<file path="src/rtl/lsra_pkg.sv">
`timescale 1ns / 1ps
package lsra_pkg;
  localparam int unsigned MaxRegisters = 16;
  localparam int unsigned IdW = 16;
  localparam int unsigned PosW = 16;
  localparam int unsigned RegW = 5;
  localparam int unsigned SlotW = 16;
  localparam int unsigned CfgW = 5;
  localparam logic [CfgW-1:0] ResetRegs = 5'd2;
  localparam logic [SlotW-1:0] SlotMax = 16'hFFFF;
endpackage

</file>
<file path="src/rtl/linear_scan_register_allocator_unit.sv">
`timescale 1ns / 1ps
// Linear scan register allocator.
// Input channel: interval_id/start/end, taken when start is high and busy
// low. Intervals must arrive in non-decreasing start order; the block does not check it.
// Output: one or two result items per input item, each shown for one cycle
// with result_valid_o; last_result_o marks the final one. On an eviction the
// evicted interval (to a stack slot) comes first, then the new interval.
// The receiver cannot stall; results are never held.
// Configuration: cfg_valid_i/cfg_ready_o/cfg_data_i write num_registers and
// restart the allocator. Write only while idle.
// Scans: the active table sits in a one-port-read memory scanned one entry per
// cycle, entries 0 to MAX_REGISTERS-1 each scan. Expiry takes one scan per expiring
// interval plus a final scan; state SAlloc then allocates. With the pool empty a
// candidate scan follows, and an eviction adds state SOut2 for its second result.
// Busy stays high until the last result of an item, so a new item is taken only
// after the previous one is done.
// Reset: active set empty, pool holds registers 1 and 2, slot counter zero.
module linear_scan_register_allocator_unit #(
  parameter int unsigned MAX_REGISTERS = lsra_pkg::MaxRegisters
) (
  input  logic clk_i,
  input  logic rst_ni,
  input  logic start,
  output logic busy,
  input  logic [lsra_pkg::IdW-1:0] interval_id_i,
  input  logic [lsra_pkg::PosW-1:0] interval_start_i,
  input  logic [lsra_pkg::PosW-1:0] interval_end_i,
  input  logic cfg_valid_i,
  output logic cfg_ready_o,
  input  logic [lsra_pkg::CfgW-1:0] cfg_data_i,
  output logic result_valid_o,
  output logic [lsra_pkg::IdW-1:0] target_id_o,
  output logic placed_on_stack_o,
  output logic [lsra_pkg::RegW-1:0] register_number_o,
  output logic [lsra_pkg::SlotW-1:0] stack_slot_o,
  output logic last_result_o
);
  import lsra_pkg::*;
  localparam int unsigned AW = (MAX_REGISTERS > 1) ? $clog2(MAX_REGISTERS) : 1;
  localparam int unsigned CW = $clog2(MAX_REGISTERS + 1);

  localparam logic [2:0] SIdle = 3'd0;
  localparam logic [2:0] SExp = 3'd1;
  localparam logic [2:0] SAlloc = 3'd2;
  localparam logic [2:0] SCand = 3'd3;
  localparam logic [2:0] SOut2 = 3'd4;

  typedef struct packed {
    logic [IdW-1:0] tag;
    logic [PosW-1:0] fin;
    logic [RegW-1:0] rnum;
  } entry_t;

  entry_t mem [MAX_REGISTERS];
  entry_t rd_q;
  logic [AW-1:0] rd_addr;
  logic wr_en;
  logic [AW-1:0] wr_addr;
  entry_t wr_data;

  logic [MAX_REGISTERS-1:0] valid_q, valid_d;
  logic [RegW-1:0] pool_q [MAX_REGISTERS];
  logic [CW-1:0] count_q, count_d;
  logic [SlotW-1:0] slot_q, slot_d;
  logic [2:0] state_q, state_d;
  logic [CW-1:0] idx_q, idx_d;      // scan counter; its entry arrives in rd_q in the cycle after
  logic rd_vld_q;
  logic [AW-1:0] rd_idx_q;
  logic best_f_q, best_f_d;
  logic [AW-1:0] best_q, best_d;
  entry_t best_e_q, best_e_d;
  logic [IdW-1:0] id_q;
  logic [PosW-1:0] st_q, en_q;
  logic pop, push;
  logic [RegW-1:0] push_val;

  logic [CW-1:0] cfg_n;
  always_comb begin
    logic [CfgW-1:0] v;
    v = cfg_data_i;
    if (v == '0) v = CfgW'(1);
    if (32'(v) > MAX_REGISTERS) v = CfgW'(MAX_REGISTERS > 31 ? 31 : MAX_REGISTERS);
    cfg_n = CW'(v);
  end

  assign busy = (state_q != SIdle);
  assign cfg_ready_o = (state_q == SIdle);

  always_ff @(posedge clk_i) begin
    if (wr_en) mem[wr_addr] <= wr_data;
    rd_q <= mem[rd_addr];
  end

  assign rd_addr = idx_q[AW-1:0];
  logic scan_end;
  assign scan_end = (idx_q == CW'(MAX_REGISTERS));

  // current scanned entry
  logic cur_v;
  assign cur_v = rd_vld_q && valid_q[rd_idx_q];

  logic [AW-1:0] free_idx;
  logic free_f;
  always_comb begin
    free_idx = '0;
    free_f = 1'b0;
    for (int i = MAX_REGISTERS - 1; i >= 0; i--) begin
      if (!valid_q[i]) begin
        free_idx = AW'(i);
        free_f = 1'b1;
      end
    end
  end

  always_comb begin
    state_d = state_q;
    idx_d = idx_q;
    best_f_d = best_f_q;
    best_d = best_q;
    best_e_d = best_e_q;
    valid_d = valid_q;
    count_d = count_q;
    slot_d = slot_q;
    pop = 1'b0;
    push = 1'b0;
    push_val = best_e_q.rnum;
    wr_en = 1'b0;
    wr_addr = free_idx;
    wr_data = '{tag: id_q, fin: en_q, rnum: pool_q[0]};
    result_valid_o = 1'b0;
    target_id_o = id_q;
    placed_on_stack_o = 1'b0;
    register_number_o = '0;
    stack_slot_o = '0;
    last_result_o = 1'b1;
    case (state_q)
      SIdle: begin
        if (start) begin
          state_d = SExp;
          idx_d = '0;
          best_f_d = 1'b0;
        end
      end
      SExp: begin
        if (cur_v && rd_q.fin < st_q &&
            (!best_f_q || rd_q.fin < best_e_q.fin ||
             (rd_q.fin == best_e_q.fin && rd_q.rnum < best_e_q.rnum))) begin
          best_f_d = 1'b1;
          best_d = rd_idx_q;
          best_e_d = rd_q;
        end
        if (!scan_end) begin
          idx_d = idx_q + 1'b1;
        end else if (best_f_d) begin
          // retire smallest expired end and rescan
          valid_d[best_d] = 1'b0;
          push_val = best_e_d.rnum;
          if (count_q < CW'(MAX_REGISTERS)) push = 1'b1;
          if (count_q < CW'(MAX_REGISTERS)) count_d = count_q + 1'b1;
          idx_d = '0;
          best_f_d = 1'b0;
        end else begin
          state_d = SAlloc;
        end
      end
      SAlloc: begin
        if (count_q != '0) begin
          pop = 1'b1;
          count_d = count_q - 1'b1;
          if (free_f) begin
            wr_en = 1'b1;
            valid_d[free_idx] = 1'b1;
          end
          result_valid_o = 1'b1;
          register_number_o = pool_q[0];
          state_d = SIdle;
        end else begin
          state_d = SCand;
          idx_d = '0;
          best_f_d = 1'b0;
        end
      end
      SCand: begin
        if (cur_v && (!best_f_q || rd_q.fin > best_e_q.fin ||
            (rd_q.fin == best_e_q.fin && rd_q.rnum > best_e_q.rnum))) begin
          best_f_d = 1'b1;
          best_d = rd_idx_q;
          best_e_d = rd_q;
        end
        if (!scan_end) begin
          idx_d = idx_q + 1'b1;
        end else begin
          result_valid_o = 1'b1;
          placed_on_stack_o = 1'b1;
          stack_slot_o = slot_q;
          if (slot_q != SlotMax) slot_d = slot_q + 1'b1;
          if (best_f_d && best_e_d.fin > en_q) begin
            target_id_o = best_e_d.tag;
            last_result_o = 1'b0;
            wr_en = 1'b1;
            wr_addr = best_d;
            wr_data = '{tag: id_q, fin: en_q, rnum: best_e_d.rnum};
            state_d = SOut2;
          end else begin
            state_d = SIdle;
          end
        end
      end
      SOut2: begin
        result_valid_o = 1'b1;
        register_number_o = best_e_q.rnum;
        state_d = SIdle;
      end
      default: state_d = SIdle;
    endcase
  end

  always_ff @(posedge clk_i or negedge rst_ni) begin
    if (!rst_ni) begin
      state_q <= SIdle;
      idx_q <= '0;
      rd_vld_q <= 1'b0;
      rd_idx_q <= '0;
      best_f_q <= 1'b0;
      valid_q <= '0;
      count_q <= CW'(ResetRegs);
      slot_q <= '0;
      for (int i = 0; i < MAX_REGISTERS; i++) pool_q[i] <= RegW'(i + 1);
    end else begin
      state_q <= state_d;
      idx_q <= idx_d;
      rd_vld_q <= !scan_end && (state_q == SExp || state_q == SCand) && idx_d != '0;
      rd_idx_q <= idx_q[AW-1:0];
      best_f_q <= best_f_d;
      if (cfg_valid_i && cfg_ready_o) begin
        count_q <= cfg_n;
        valid_q <= '0;
        slot_q <= '0;
        for (int i = 0; i < MAX_REGISTERS; i++) pool_q[i] <= RegW'(i + 1);
      end else begin
        valid_q <= valid_d;
        count_q <= count_d;
        slot_q <= slot_d;
        if (pop) begin
          for (int i = 0; i < MAX_REGISTERS - 1; i++) pool_q[i] <= pool_q[i + 1];
        end else if (push) begin
          pool_q[count_q[AW-1:0]] <= push_val;
        end
      end
    end
  end

  always_ff @(posedge clk_i) begin
    best_q <= best_d;
    best_e_q <= best_e_d;
    if (start && !busy) begin
      id_q <= interval_id_i;
      st_q <= interval_start_i;
      en_q <= interval_end_i;
    end
  end

  a_busy_out: assert property (@(posedge clk_i) disable iff (!rst_ni)
    result_valid_o |-> busy) else $error("result outside item");
  a_count: assert property (@(posedge clk_i) disable iff (!rst_ni)
    count_q <= CW'(MAX_REGISTERS)) else $error("pool overflow");
  a_two: assert property (@(posedge clk_i) disable iff (!rst_ni)
    (result_valid_o && !last_result_o) |=> (result_valid_o && last_result_o))
    else $error("second result missing");
  a_cfg: assert property (@(posedge clk_i) disable iff (!rst_ni)
    (cfg_valid_i && cfg_ready_o) |=> (valid_q == '0)) else $error("restart failed");
endmodule

</file>
<file path="config.mk">
export PLATFORM = sky130hd
export DESIGN_NAME = linear_scan_register_allocator_unit
export DESIGN_NICKNAME = d
export VERILOG_FILES = /design/src/rtl/lsra_pkg.sv /design/src/rtl/linear_scan_register_allocator_unit.sv
export SDC_FILE = /design/constraint.sdc
export NUM_CORES = 1
export LEC_CHECK = 0
export BUFFER_PORTS_ARGS = -buffer_cell sky130_fd_sc_hd__buf_2
export CAP_MARGIN = 20
export CORE_UTILIZATION = 40
export DETAILED_ROUTE_END_ITERATION = 6
export PLACE_DENSITY = 0.66
export RECOVER_POWER = 100
export SLEW_MARGIN = 20
export SYNTH_ARGS = -nofsm -noshare
export SYNTH_HDL_FRONTEND = slang
export SYNTH_SLANG_ARGS = --single-unit
</file>
<file path="constraint.sdc">
create_clock -name clk_i -period 7.8 [get_ports clk_i]
set_input_delay 0.39 -clock clk_i [delete_from_list [all_inputs] [get_ports clk_i]]
set_output_delay 0.39 -clock clk_i [all_outputs]
set_load 0.03 [all_outputs]
</file>
* Word-level counts from Yosys, hierarchy flattened
Memory sizes are Yosys's and may differ from the RTL's. A register that Yosys moved wholly into a read port is not among the register bits.
Cells that the tools add are included.
** Word-level totals
- Bits in registers :: 220
- Bits in latches :: 0
- Bits in writable memories :: 592
- ROM bits :: 0
- Input bits :: 57
- Output and inout bits :: 42
- Word-level logic and storage cells :: 243
- Memories kept :: 1
** Memory list
- mem :: depth 16, bits a word 37, read ports 1, clocked after memory_dff 1, write ports 1, line linear_scan_register_allocator_unit.sv:54 : entry_t mem [MAX_REGISTERS];
** Operators by class
- $add $sub $neg :: 4
- $mul :: 0
- Divide/modulo/power cells :: 0
- $lt $le $gt $ge :: 15
- Equality and inequality tests :: 19
- Shift-type cells :: 0
- Mux-type cells :: 127
- Bitwise operators :: 4
- Reduce and logical (&&, ||, !) cells :: 42
** Operators with widths (number)
- 2-to-1 mux 16 bit :: 14
- 2-to-1 mux 80 bit :: 2
- 2-to-1 mux 37 bit :: 3
- 2-to-1 mux 5 bit :: 21
- 2-to-1 mux 4 bit :: 22
- bitwise mux 80 bit :: 1
- 2-to-1 mux 75 bit :: 1
- one-hot mux 37 bit (2 select lines) :: 1
- 2-to-1 mux 1 bit :: 43
- > comparator 16 bit :: 2
- less-than comparator 16 bit :: 2
- one-hot mux 16 bit (2 select lines) :: 1
- demux 5 bit (select 4 bit) :: 1
- one-hot mux 5 bit (2 select lines) :: 2
- one-hot mux 5 bit (4 select lines) :: 1
- adder 16 x 1 -> 16 bit (second input constant) :: 1
- bitwise AND 16 bit :: 1
- equality test 16 bit :: 1
- inequality test 16 bit (second input constant) :: 1
- NOT 16 bit :: 1
- bitwise OR 16 bit :: 1
- less-than comparator 4 x 5 -> 1 bit (second input constant) :: 3
- 2-to-1 mux 3 bit :: 5
- logical AND 1 bit :: 14
- 38 further kinds :: 66

* Depth between registers and ports, before layout
Gate-level depths: netlist of run 1.
- Word-level depth :: 25
- Mapped depth :: 20
- Gate-level depth less buffers :: 18

* Worst setup path before layout of run 1
OpenSTA, ideal clock, no wires.
- Path kind :: register to register
- Start :: register best_e_q[20] (netlist bit)
- End :: memory mem[9][0] (netlist bit) (enable)
- Library setup time :: 0.477 ns
- Arrival :: 6.968 ns
- Required time :: 7.323 ns
- Path slack :: 0.355 ns
- Cell stages (with the launch flop) :: 20
- Buffers on the path :: 2
- Clock period less this slack :: 7.445 ns
- Cells stage by stage :: edfxtp_1 -> inv_1 -> ha_1 -> nand4_1 -> a2111oi_0 -> nor4_1 -> nor3_4 -> buf_2 -> mux2_2 -> ha_1 -> and3_1 -> nand4_1 -> nor3_1 -> a211oi_1 -> a211oi_4 -> clkinv_1 -> buf_2 -> nand2_1 -> o221ai_1 -> nor3_1
** Between the ends
- Word-level cells in the longest chain between the ends :: 13
- Elaborated cells between the ends (all ways) :: 21
- Classes of those cells :: 2 x order compare; 1 x eq/ne; 13 x mux; 5 x reduce/logical
** RTL lines
- start, declared :: line linear_scan_register_allocator_unit.sv:71 : entry_t best_e_q, best_e_d;
- start signal, assigned :: line linear_scan_register_allocator_unit.sv:255 : best_e_q <= best_e_d;
- > comparator 16 bit / equality test 16 bit (equally long branches) :: line linear_scan_register_allocator_unit.sv:184, linear_scan_register_allocator_unit.sv:185
- logical OR 1 bit / logical AND 1 bit (equally long branches) :: line linear_scan_register_allocator_unit.sv:184, linear_scan_register_allocator_unit.sv:185
- logical OR 1 bit :: line linear_scan_register_allocator_unit.sv:184 : if (cur_v && (!best_f_q || rd_q.fin > best_e_q.fin ||
- logical AND 1 bit :: line linear_scan_register_allocator_unit.sv:184
- 2-to-1 mux 37 bit :: line linear_scan_register_allocator_unit.sv:184
- 2-to-1 mux 37 bit :: line linear_scan_register_allocator_unit.sv:136 : case (state_q)
- > comparator 16 bit :: line linear_scan_register_allocator_unit.sv:197 : if (best_f_d && best_e_d.fin > en_q) begin
- logical AND 1 bit :: line linear_scan_register_allocator_unit.sv:197
- 2-to-1 mux 1 bit :: line linear_scan_register_allocator_unit.sv:197
- 2-to-1 mux 1 bit :: line linear_scan_register_allocator_unit.sv:190 : if (!scan_end) begin
- one-hot mux 1 bit (2 select lines) :: line linear_scan_register_allocator_unit.sv:136
- 2-to-1 mux 1 bit :: line linear_scan_register_allocator_unit.sv:90 : if (wr_en) mem[wr_addr] <= wr_data;
- 2-to-1 mux 1 bit (not written as such) :: line linear_scan_register_allocator_unit.sv:90
- end, declared :: line linear_scan_register_allocator_unit.sv:54
Parallel ways exist; a longest one is shown, timed or not. The select of a mux whose other input is x is not followed.

* Worst setup path in the final report of run 1
- Start :: register best_e_q[20] (netlist bit)
- End :: output target_id_o[1] (netlist bit)
** Between the ends
- Word-level cells in the longest chain between the ends :: 11
- Elaborated cells between the ends (all ways) :: 15
- Classes of those cells :: 2 x order compare; 1 x eq/ne; 7 x mux; 5 x reduce/logical
** RTL lines
- > comparator 16 bit / equality test 16 bit (equally long branches) :: line linear_scan_register_allocator_unit.sv:184, linear_scan_register_allocator_unit.sv:185
- logical OR 1 bit / logical AND 1 bit (equally long branches) :: line linear_scan_register_allocator_unit.sv:184, linear_scan_register_allocator_unit.sv:185
- logical OR 1 bit :: line linear_scan_register_allocator_unit.sv:184
- logical AND 1 bit :: line linear_scan_register_allocator_unit.sv:184
- 2-to-1 mux 37 bit :: line linear_scan_register_allocator_unit.sv:184
- 2-to-1 mux 37 bit :: line linear_scan_register_allocator_unit.sv:136
- > comparator 16 bit :: line linear_scan_register_allocator_unit.sv:197
- logical AND 1 bit :: line linear_scan_register_allocator_unit.sv:197
- 2-to-1 mux 16 bit * :: line linear_scan_register_allocator_unit.sv:197
- 2-to-1 mux 16 bit * :: line linear_scan_register_allocator_unit.sv:190
- 2-to-1 mux 16 bit * :: line linear_scan_register_allocator_unit.sv:136
- end, declared :: line linear_scan_register_allocator_unit.sv:32 : output logic [lsra_pkg::IdW-1:0] target_id_o,
Mark *: on every way between the ends. The rest lies on a longest branch, timed or not. The select of a mux whose other input is x is not followed.

==> reports/metrics.yaml, run 1 <==
outcome: "complete, but fails checks"
violations: "capacitance limit, slew limit"
clk_latency_ns: 0.66
required_ns: 7.41
synth-edff-count: 681
cp_max_fo: 42
cts_tree: "done"
clkTransAtPathRegs_ns: 0.06
grt_first_pass_wirelength_um: 134000
slew_headroom_pct: -184
avgSynthCellArea_um2: 14.9
antenna_found_initial: 3
vias_per_cell: 5.74
gr-max-usage-layer: "met2"
hold_class: "in2reg"
critPathCaptureType: "output port"
worst_hold_slack_ns: 0.0670
ff2ff_path_depth: 19
hold_viol: 0
grtUsageMet1_pct: 26.2
hpwlAfterDp_um: 53500
leakagePower_nw: 14.5
cts_made_buffers: 87
clock_skew_ns: 0.0441
min_period_over_period_pct: 93.1
worstReg2RegEnd: "mem[7][24]$_DFFE_PP_"
htree_levels: 3
setup_violations: 0
clockBufferDepth: 3
synth.distinct_cells: 80
n_fill_cell: 7701
core_area_um2: 88900
antenna_cells: 0
initial_core_util_pct: 40.6
drt_first_iter_violations: 2336
gp_congestion: 0.901
path_class: "reg2out"
gr-usage-met3_pct: 4.02
rsz0062_at_grt: "no"
cap_violations: 12
start_kind: "flop"
slew_violations: 582
place_inst: 3610
area_delta_synth_final_pct: 14.2
reg2reg_slack_ns: 0.61
finalNetCount: 2700
postRouteAntennaNets: 0
die_y_um: 302
synthCells: 2424
tightest_slew_ns: 4.21
syn_area_um2: 36100
io_pins: 99
layout-drive-gt1-share_pct: 16.4
vias: 21945
wirelength_um: 88200
rows: 109
clock_sinks: 849
dieArea_um2: 91500
max_freq_mhz: 138
grt_pass1_vias: 21863
critical_path_arrival_ns: 6.87
firstDrtPassIters: 7
grt_max_degree: 130
dieWidth_um: 302
seq_area_frac_synth_pct: 67.9
route.detailed.drc: 0
track_usage_pct: 19.2
setup_tns_ns: 0
power.total_w: 0.0155
seq_area_um2: 24500
cts-root-buf: "clkbuf_16"
synth.net_count: 2540
use_met2_pct: 31.3
min_period_ns: 7.26
synth_ff_type: "edfxtp_1"
async_flop_share_pct: 15.4
reg2reg_from: "best_e_q[20]$_DFFE_PP_"
numPortBuffers: 98
multiInputGateArea_um2: 10700
power.density_nw_per_um2: 375
synth-seq-cells: 849
post_drt_wl_per_cell_um: 23.1
grt_overflow: 0
stdcell_count: 3821
critPathCapture: "target_id_o[1]"
ir_worst_vdd_mv: 0.254
crit_path_start: "best_e_q[20]$_DFFE_PP_"
yosys_warnings: 0
## report_power, final
| part | switching (W) | leakage, nW | total (W) | internal, W |
|---|---|---|---|---|
| Sequential | 0.000627 | 8.08 | 0.00632 | 0.00569 |
| Combinational | 0.00296 | 4.97 | 0.00491 | 0.00195 |
| Clock | 0.00177 | 1.44 | 0.00424 | 0.00247 |
## worst min-delay path by stage
stage / startpoint / end / slack, ns / depth (start not counted)
2_1_floorplan: rst_ni / best_f_q$_DFFE_PN0P_ / 0.09 / 0
3_3_place_gp: pool_q[19]$_DFFE_PN0P_ / pool_q[19]$_DFFE_PN0P_ / 0.47 / 2
3_5_place_dp: pool_q[19]$_DFFE_PN0P_ / pool_q[19]$_DFFE_PN0P_ / 0.47 / 2
4_1_cts: cfg_data_i[4] / count_q[0]$_DFFE_PN0P_ / 0.02 / 2
5_1_grt: cfg_data_i[4] / count_q[0]$_DFFE_PN0P_ / 0.03 / 2
6_report: cfg_data_i[4] / count_q[0]$_DFFE_PN0P_ / 0.07 / 2
## flip-flops by register name, summed over array words and instances, names as in the netlist, 16 cells and up
name      flops
rd_q         37
best_e_q     37
en_q         16
valid_q      16
mem         592
st_q         16
pool_q       80
id_q         16
slot_q       16
## worst max-delay path, cell delays in order, from the launching register on
cell and delay [ns]:
edfxtp_1 0.35, inv_1 0.05, ha_1 0.30, nand4_1 0.20, a2111oi_0 0.67, nor4_1 0.27
nor3_4 0.85, mux2_2 0.43, ha_1 0.29, and3_1 0.20, nand4_1 0.15, nor3_1 0.29
a211oi_1 0.19, a211oi_4 0.44, inv_1 0.33, buf_4 0.37, o21ai_0 0.47, clkbuf_1 0.36
## metal layers
layer	part of all wire, %	vias up
met5	0.015	-
met4	2.4	2
met3	6.8	154
met2	47	784
met1	43	11178
li1	-	9827
## stage by stage
stage | area (µm²) | setup slack, ns | util (%)
2_1_floorplan | 36100 | 0.355 | -
3_3_place_gp | 38000 | 0.959 | 42.8
3_5_place_dp | 38000 | 0.881 | 42.8
4_1_cts | 41500 | 0.785 | 46.6
5_1_grt | 41200 | 0.224 | 46.4
6_report | 41200 | 0.541 | 46.4
## what timing repair did
action	CTS	global route
gates resized for setup	0	0
buffers inserted	0	0
endpoints found under the hold margin	96	0
hold buffers	49	0
## final cells by class
type,instances,area share [%]
timing repair buffer,204,3.07
clock inverter,41,1.21
inverter,78,0.710
multi-input combinational,1364,26.1
clock buffer,120,5.93
tap,1165,3.54
sequential,849,59.5
## logic make-up after synthesis
group / after synthesis / share of synthesized area, %
compound gates: 576 / 10.5
simple gates: 414 / 5.48
fa+ha+maj: 59 / 2.07
buf+inv: 211 / 2.45
flops: 849 / 67.9
xor+xnor: 14 / 0.340
mux: 301 / 11.3
## synthesized netlist by cell type, drive strengths merged (3+ instances only)
cell	count	share of area (%)
a211oi	17	0.39
a21o	14	0.29
a21oi	131	1.8
a221o	14	0.40
a221oi	68	1.6
a22o	21	0.51
a22oi	66	1.4
a31oi	16	0.28
a32oi	4	0.097
and2	18	0.32
and3	5	0.087
and4	3	0.073
buf	45	0.72
clkbuf	88	0.91
dfrtp	97	6.7
dfstp	34	2.5
dfxtp	37	2.1
edfxtp	681	57
ha	58	2.0
inv	77	0.80
mux2	82	2.6
mux2i	143	4.0
mux4	76	4.7
nand2	147	1.5
nand2b	7	0.14
nand3	24	0.33
nand3b	4	0.083
nand4	15	0.26
nor2	93	0.97
nor2b	17	0.29
nor3	36	0.53
nor3b	3	0.062
nor4	18	0.35
o2111ai	4	0.097
o211ai	11	0.24
o21a	3	0.062
o21ai	174	2.4
o22ai	4	0.069
o31a	4	0.097
o31ai	6	0.14
or2	4	0.069
or3	16	0.28
xnor2	6	0.15
xor2	8	0.19
## cells in the final DEF (no fill, tap or decap), types with 58 or more instances in the layout
cell,Yosys,layout
mux4_2,76,76
clkbuf_16,0,89
dfrtp_1,97,95
mux2_2,77,64
ha_1,58,58
inv_1,77,78
clkbuf_1,88,79
a21oi_1,131,130
a22oi_1,65,66
mux2i_1,143,143
nor2_1,93,85
a221oi_1,68,68
edfxtp_1,681,681
buf_2,9,67
o21ai_0,170,171
nand2_1,147,147
No activity file was read; power rests on OpenSTA's default activity.
==> run 2, diff against run 1 <==
--- a/config.mk
+++ b/config.mk
@@ -9,7 +9,7 @@
 export CAP_MARGIN = 20
 export CORE_UTILIZATION = 40
 export DETAILED_ROUTE_END_ITERATION = 6
-export PLACE_DENSITY = 0.66
+export PLACE_DENSITY = 0.64
 export RECOVER_POWER = 100
 export SLEW_MARGIN = 20
 export SYNTH_ARGS = -nofsm -noshare
==> constraint.sdc (replaced) <==
create_clock -name clk_i -period 7.4 [get_ports clk_i]
set_input_delay 0.37 -clock clk_i [delete_from_list [all_inputs] [get_ports clk_i]]
set_output_delay 0.37 -clock clk_i [all_outputs]
set_load 0.03 [all_outputs]
==> run 2 against run 1 <==
The run still ends with capacitance limit, slew limit left; cell count about the same; hold slack improved by 0.089 ns; utilization increased by 0.22 points; clock power increased by 8.7%; routed wire length decreased by 1.9%; non-clock buffer count decreased by 4; critical endpoint is now mem[1][31]$_DFFE_PP_; largest cell class unchanged.
==> reports/metrics.yaml, run 2 (same netlist as run 1, synthesis figures left out) <==
firstDrtPassIters: 7
largest_reg_flops: 592
cts-root-buf: "clkbuf_16"
layout-drive-gt1-share_pct: 17.0
vias_per_cell: 5.74
postCtsSetupBuffers: 0
critPathCaptureType: "flop"
post_dp_cell_area_um2: 38100
gp_congestion: 0.872
cts_tree: "done"
slew_headroom_pct: -190
cts_made_buffers: 90
wirelength_um: 86600
cp_max_fo: 37
final.setup.worst_slack_ns: 0.541
final_cell_mix: "681 x edfxtp_1, 170 x o21ai_0, 147 x nand2_1"
n_fill_cell: 7728
clock_skew_ns: 0.0234
setup_violations: 0
path_class: "reg2reg"
top_register: "mem"
route.detailed.drc: 0
ir_worst_vdd_mv: 0.240
violations: "capacitance limit, slew limit"
grt_pass1_vias: 21743
grt_max_degree: 138
clk_latency_ns: 0.65
dieArea_um2: 91500
max_freq_mhz: 146
critical_path_arrival_ns: 7.10
initial_core_util_pct: 40.6
start_kind: "flop"
crit_top_cell: "ha_1"
mostFrequentLayoutCell: "edfxtp_1"
power.density_nw_per_um2: 395
hpwlAfterDp_um: 52600
worst_hold_slack_ns: 0.156
clockBufferDepth: 3
grt_first_pass_wirelength_um: 133000
tightest_slew_ns: 4.35
clkTransAtPathRegs_ns: 0.06
leakagePower_nw: 14.6
area_delta_synth_final_pct: 14.7
antenna_found_initial: 4
hold_viol: 0
post_drt_wl_per_cell_um: 22.7
stdcell_count: 3823
core_area_um2: 88900
stdcell_area_um2: 41400
cap_violations: 11
track_usage_pct: 19.0
slowest_stage: "clkbuf_2"
outcome: "complete, but fails checks"
place_inst: 3606
crit_chain: "inv_1 -> ha_1 -> nand4_1 -> a2111oi_0 -> nor4_1 -> nor3_4 -> buf_4 -> mux2i_1 -> ha_1 -> and4_1 -> a211o_1 -> a211oi_4 -> inv_2 -> nand2_1 -> o211ai_1 -> nor3_2 -> clkbuf_2"
cp_slowest_stage_delay_ns: 1.10
grt_overflow: 0
final_core_util_pct: 46.6
clock_sinks: 849
finalNetCount: 2699
drt_first_iter_violations: 2151
top_regs: "mem x592, pool_q x80"
min_period_ns: 6.86
min_period_over_period_pct: 92.7
rsz0062_at_grt: "no"
vias: 21925
htree_levels: 3
slew_violations: 576
rows: 109
required_ns: 7.64
numPortBuffers: 98
postRouteAntennaNets: 0
dpl_worst_slack_ns: 0.587
hold_class: "in2reg"
io_pins: 99
dieWidth_um: 302
die_y_um: 302
## run 2: cell types whose count changed in the layout (fill, tap and decap cells not counted), moves of 3 or more
cell	previous run	this run
clkbuf_8	10	7
clkinv_4	1	6
and2_1	3	0
buf_12	1	5
clkbuf_1	79	61
clkinv_2	16	13
clkbuf_4	8	4
clkbuf_2	4	15
and2_0	12	16
bufinv_16	8	11
## run 2: power by group
group / switching (W) / internal [W] / leakage, nW / total [W]
Sequential: 0.000660 / 0.00600 / 8.08 / 0.00666
Clock: 0.00187 / 0.00274 / 1.49 / 0.00461
Combinational: 0.00305 / 0.00204 / 5.03 / 0.00509
Total: 0.00558 / 0.0108 / 14.6 / 0.0164
## run 2: per-stage QoR
step	TNS, ns	power, W
floorplan	-1.13	0.0103
global placement	0	0.0117
detailed placement	0	0.0118
CTS	0	0.0165
global route	0	0.0172
finish	0	0.0164
## run 2: timing repair
| action | 4_1_cts | 5_1_grt |
|---|---|---|
| hold buffers | 50 | 0 |
| hold endpoints to repair | 92 | 0 |
| gates resized for setup | 0 | 0 |
## run 2: critical path: cells and delay by family, from the launching register on
kind	cells	cell delay, ns
buffers and inverters	4	1.98
AOI/OAI and AO/OA	4	1.63
and+or+nand+nor	6	1.60
adders and majority gates	2	0.57
DFF	1	0.35
muxes	1	0.31
## run 2: cell type report
| type | count | area [µm²] | share of cell area, % |
|---|---|---|---|
| multi-input cells | 1364 | 10800 | 26.0 |
| diodes | 1 | 2.50 | 0.00604 |
| inverters | 78 | 293 | 0.707 |
| flip-flops and latches | 849 | 24500 | 59.2 |
| clock buffers | 117 | 2440 | 5.90 |
| well taps | 1165 | 1460 | 3.52 |
| clock inverters | 49 | 628 | 1.52 |
| repair buffers | 200 | 1320 | 3.19 |
## run 2: final timing paths
kind,slack (ns),end,depth (start not counted),startpoint
setup / recovery,0.54,mem[1][31]$_DFFE_PP_,17,best_e_q[20]$_DFFE_PP_
hold / removal,0.16,count_q[0]$_DFFE_PN0P_,3,cfg_data_i[0]
setup reg to reg,0.54,mem[1][31]$_DFFE_PP_,17,best_e_q[20]$_DFFE_PP_
hold reg to reg,0.49,pool_q[49]$_DFFE_PN0P_,2,pool_q[49]$_DFFE_PN0P_
max in group asynchronous,2.57,idx_q[3]$_DFF_PN0_,3,rst_ni
min in group asynchronous,1.64,pool_q[36]$_DFFE_PN0P_,2,rst_ni
## run 2: routing by layer
| layer | track usage (%) | routed length [µm] | part of all wire (%) |
|---|---|---|---|
| met1 | 26.8 | 38700 | 45 |
| met2 | 30.5 | 40900 | 47 |
| met3 | 3.32 | 5160 | 6.0 |
| met4 | 4.74 | 1890 | 2.2 |
| met5 | 0 | 0 | 0 |
==> run 3, diff against run 2 <==
--- a/config.mk
+++ b/config.mk
@@ -7,7 +7,9 @@
 export LEC_CHECK = 0
 export BUFFER_PORTS_ARGS = -buffer_cell sky130_fd_sc_hd__buf_2
 export CAP_MARGIN = 20
+export CORE_ASPECT_RATIO = 2
 export CORE_UTILIZATION = 40
+export CTS_BUF_LIST = sky130_fd_sc_hd__clkbuf_16
 export DETAILED_ROUTE_END_ITERATION = 6
 export PLACE_DENSITY = 0.64
 export RECOVER_POWER = 100
==> run 3 against run 2 <==
The run still ends with capacitance limit, slew limit left; design area down 1.5%; via count decreased by 0.59%; sequential share of layout area up 0.92 points; combinational power is 4.1% higher; total power fell by 2.7%; clock skew shrank 0.0040 ns; worst setup slack worse by 0.14 ns; global-route usage up 1.3 points; hold slack worse by 0.079 ns; clock-buffer cell count fell by 39; critical path type unchanged; largest power group unchanged.
==> reports/metrics.yaml, run 3 (same netlist as run 1, synthesis figures left out) <==
power.total_w: 0.0159
switchingPower_w: 0.00568
cap_violations: 11
hold_viol: 0
vias: 21796
cp_max_fo: 80
hold_class: "in2reg"
largest_reg_flops: 592
max_freq_mhz: 143
htree_levels: 3
hpwlAfterDp_um: 58400
vias_per_cell: 5.72
setup_violations: 0
grt_overflow: 0
route.detailed.drc: 0
top_regs: "mem x592, pool_q x80"
rows: 155
core_area_um2: 89400
violations: "capacitance limit, slew limit"
ir_worst_vdd_mv: 0.413
initial_core_util_pct: 40.4
start_kind: "flop"
cts-root-buf: "clkbuf_16"
rsz0062_at_grt: "no"
dieArea_um2: 91500
gp_congestion: 0.936
die_y_um: 427
mostFrequentLayoutCell: "edfxtp_1"
layout-drive-gt1-share_pct: 16.3
postCtsSetupBuffers: 0
grt_first_pass_wirelength_um: 140000
n_fill_cell: 7687
firstDrtPassIters: 6
clockBufferDepth: 3
place_inst: 3617
post_drt_wl_per_cell_um: 24.3
path_class: "reg2reg"
clock_sinks: 849
leakagePower_nw: 14.3
p_int_w: 0.0102
clk_latency_ns: 0.66
drt_first_iter_violations: 2061
area_delta_synth_final_pct: 13.0
clock_skew_ns: 0.0194
ff2ff_path_depth: 8
grt_max_degree: 136
hold_depth: 3
antenna_found_initial: 0
track_usage_pct: 20.3
io_pins: 99
wirelength_um: 92600
cts_tree: "done"
dieWidth_um: 214
min_period_ns: 6.99
cts_resized: 0
holdBufCountCts: 50
slew_headroom_pct: -192
postRouteAntennaNets: 0
pwr-share-clk_pct: 24.5
top_register: "mem"
critPathCaptureType: "flop"
finalNetCount: 2686
cts_made_buffers: 77
netSwitchingFraction_pct: 35.7
final_cell_mix: "681 x edfxtp_1, 170 x o21ai_0, 147 x nand2_1"
tightest_slew_ns: 4.38
min_period_over_period_pct: 94.5
stdcell_count: 3808
pwr-share-seq_pct: 42.2
clkTransAtPathRegs_ns: 0.07
critical_path_arrival_ns: 7.58
power.density_nw_per_um2: 390
numPortBuffers: 98
outcome: "complete, but fails checks"
grt_pass1_vias: 22855
required_ns: 7.98
slew_violations: 507
p_comb_share_pct: 33.3
==> run 3: changes by cell type in the layout (fill, tap and decap cells not counted), moves of 6 or more <==
cell	before	now
inv_1	77	97
clkbuf_16	91	78
clkbuf_1	61	49
clkbuf_2	15	7
mux2_1	18	10
clkbuf_8	7	0
buf_2	69	63
bufinv_16	11	5
==> run 3: worst paths after layout <==
path | startpoint | endpoint | slack, ns
worst max-delay path | idx_q[3]$_DFF_PN0_ | pool_q[45]$_DFFE_PN1P_ | 0.41
worst min-delay path | cfg_data_i[0] | count_q[0]$_DFFE_PN0P_ | 0.08
worst max register to register | idx_q[3]$_DFF_PN0_ | pool_q[45]$_DFFE_PN1P_ | 0.41
worst min register to register | pool_q[29]$_DFFE_PN0P_ | pool_q[29]$_DFFE_PN0P_ | 0.48
max in group asynchronous | rst_ni | idx_q[1]$_DFF_PN0_ | 2.29
min in group asynchronous | rst_ni | slot_q[9]$_DFFE_PN0P_ | 1.76
==> run 3: per-layer routing <==
layer | global-route usage [%] | vias up | part of all wire (%)
li1 | - | 9778 | -
met1 | 22.3 | 11104 | 37
met2 | 38.2 | 695 | 55
met3 | 2.76 | 219 | 4.1
met4 | 9.70 | 0 | 4.4
met5 | 0 | - | 0
==> run 3: through the flow <==
step / area (µm²) / setup slack [ns] / hold slack [ns] / TNS [ns] / util [%]
floorplan: 36100 / -0.0157 / 0.0744 / -1.13 / -
global placement: 38100 / 0.769 / 0.460 / 0 / 42.6
detailed placement: 38100 / 0.634 / 0.470 / 0 / 42.6
CTS: 41000 / 0.635 / 0.0275 / 0 / 45.9
global route: 40800 / 0.0679 / 0.0974 / 0 / 45.6
finish: 40800 / 0.406 / 0.0770 / 0 / 45.6
==> run 3: layout make-up <==
class	count	area [µm²]	area share, %
Sequential cell	849	24500	60.1
Multi-Input combinational cell	1364	10800	26.5
Clock buffer	78	1950	4.79
Tap cell	1177	1470	3.61
Timing Repair Buffer	200	1300	3.20
Clock inverter	61	457	1.12
Inverter	78	293	0.718
Antenna cell	1	2.50	0.00613
==> run 3: worst max-delay path, cell delays in order (launching register included) <==
cell	delay (ns)
dfrtp_2	0.39
clkbuf_1	1.51
nand4bb_1	1.27
nand2_1	0.46
nand2_1	0.44
nor4_1	1.67
mux2_4	0.48
a221o_2	0.40
mux2_2	0.27
==> run 3: power groups by stage <==
stage	combinational [W]	clock [W]	sequential, W
floorplan	0.00386	0	0.00641
global placement	0.00513	0	0.00675
detailed placement	0.00524	0	0.00679
CTS	0.00528	0.00400	0.00669
global route	0.00576	0.00416	0.00679
finish	0.00530	0.00390	0.00671
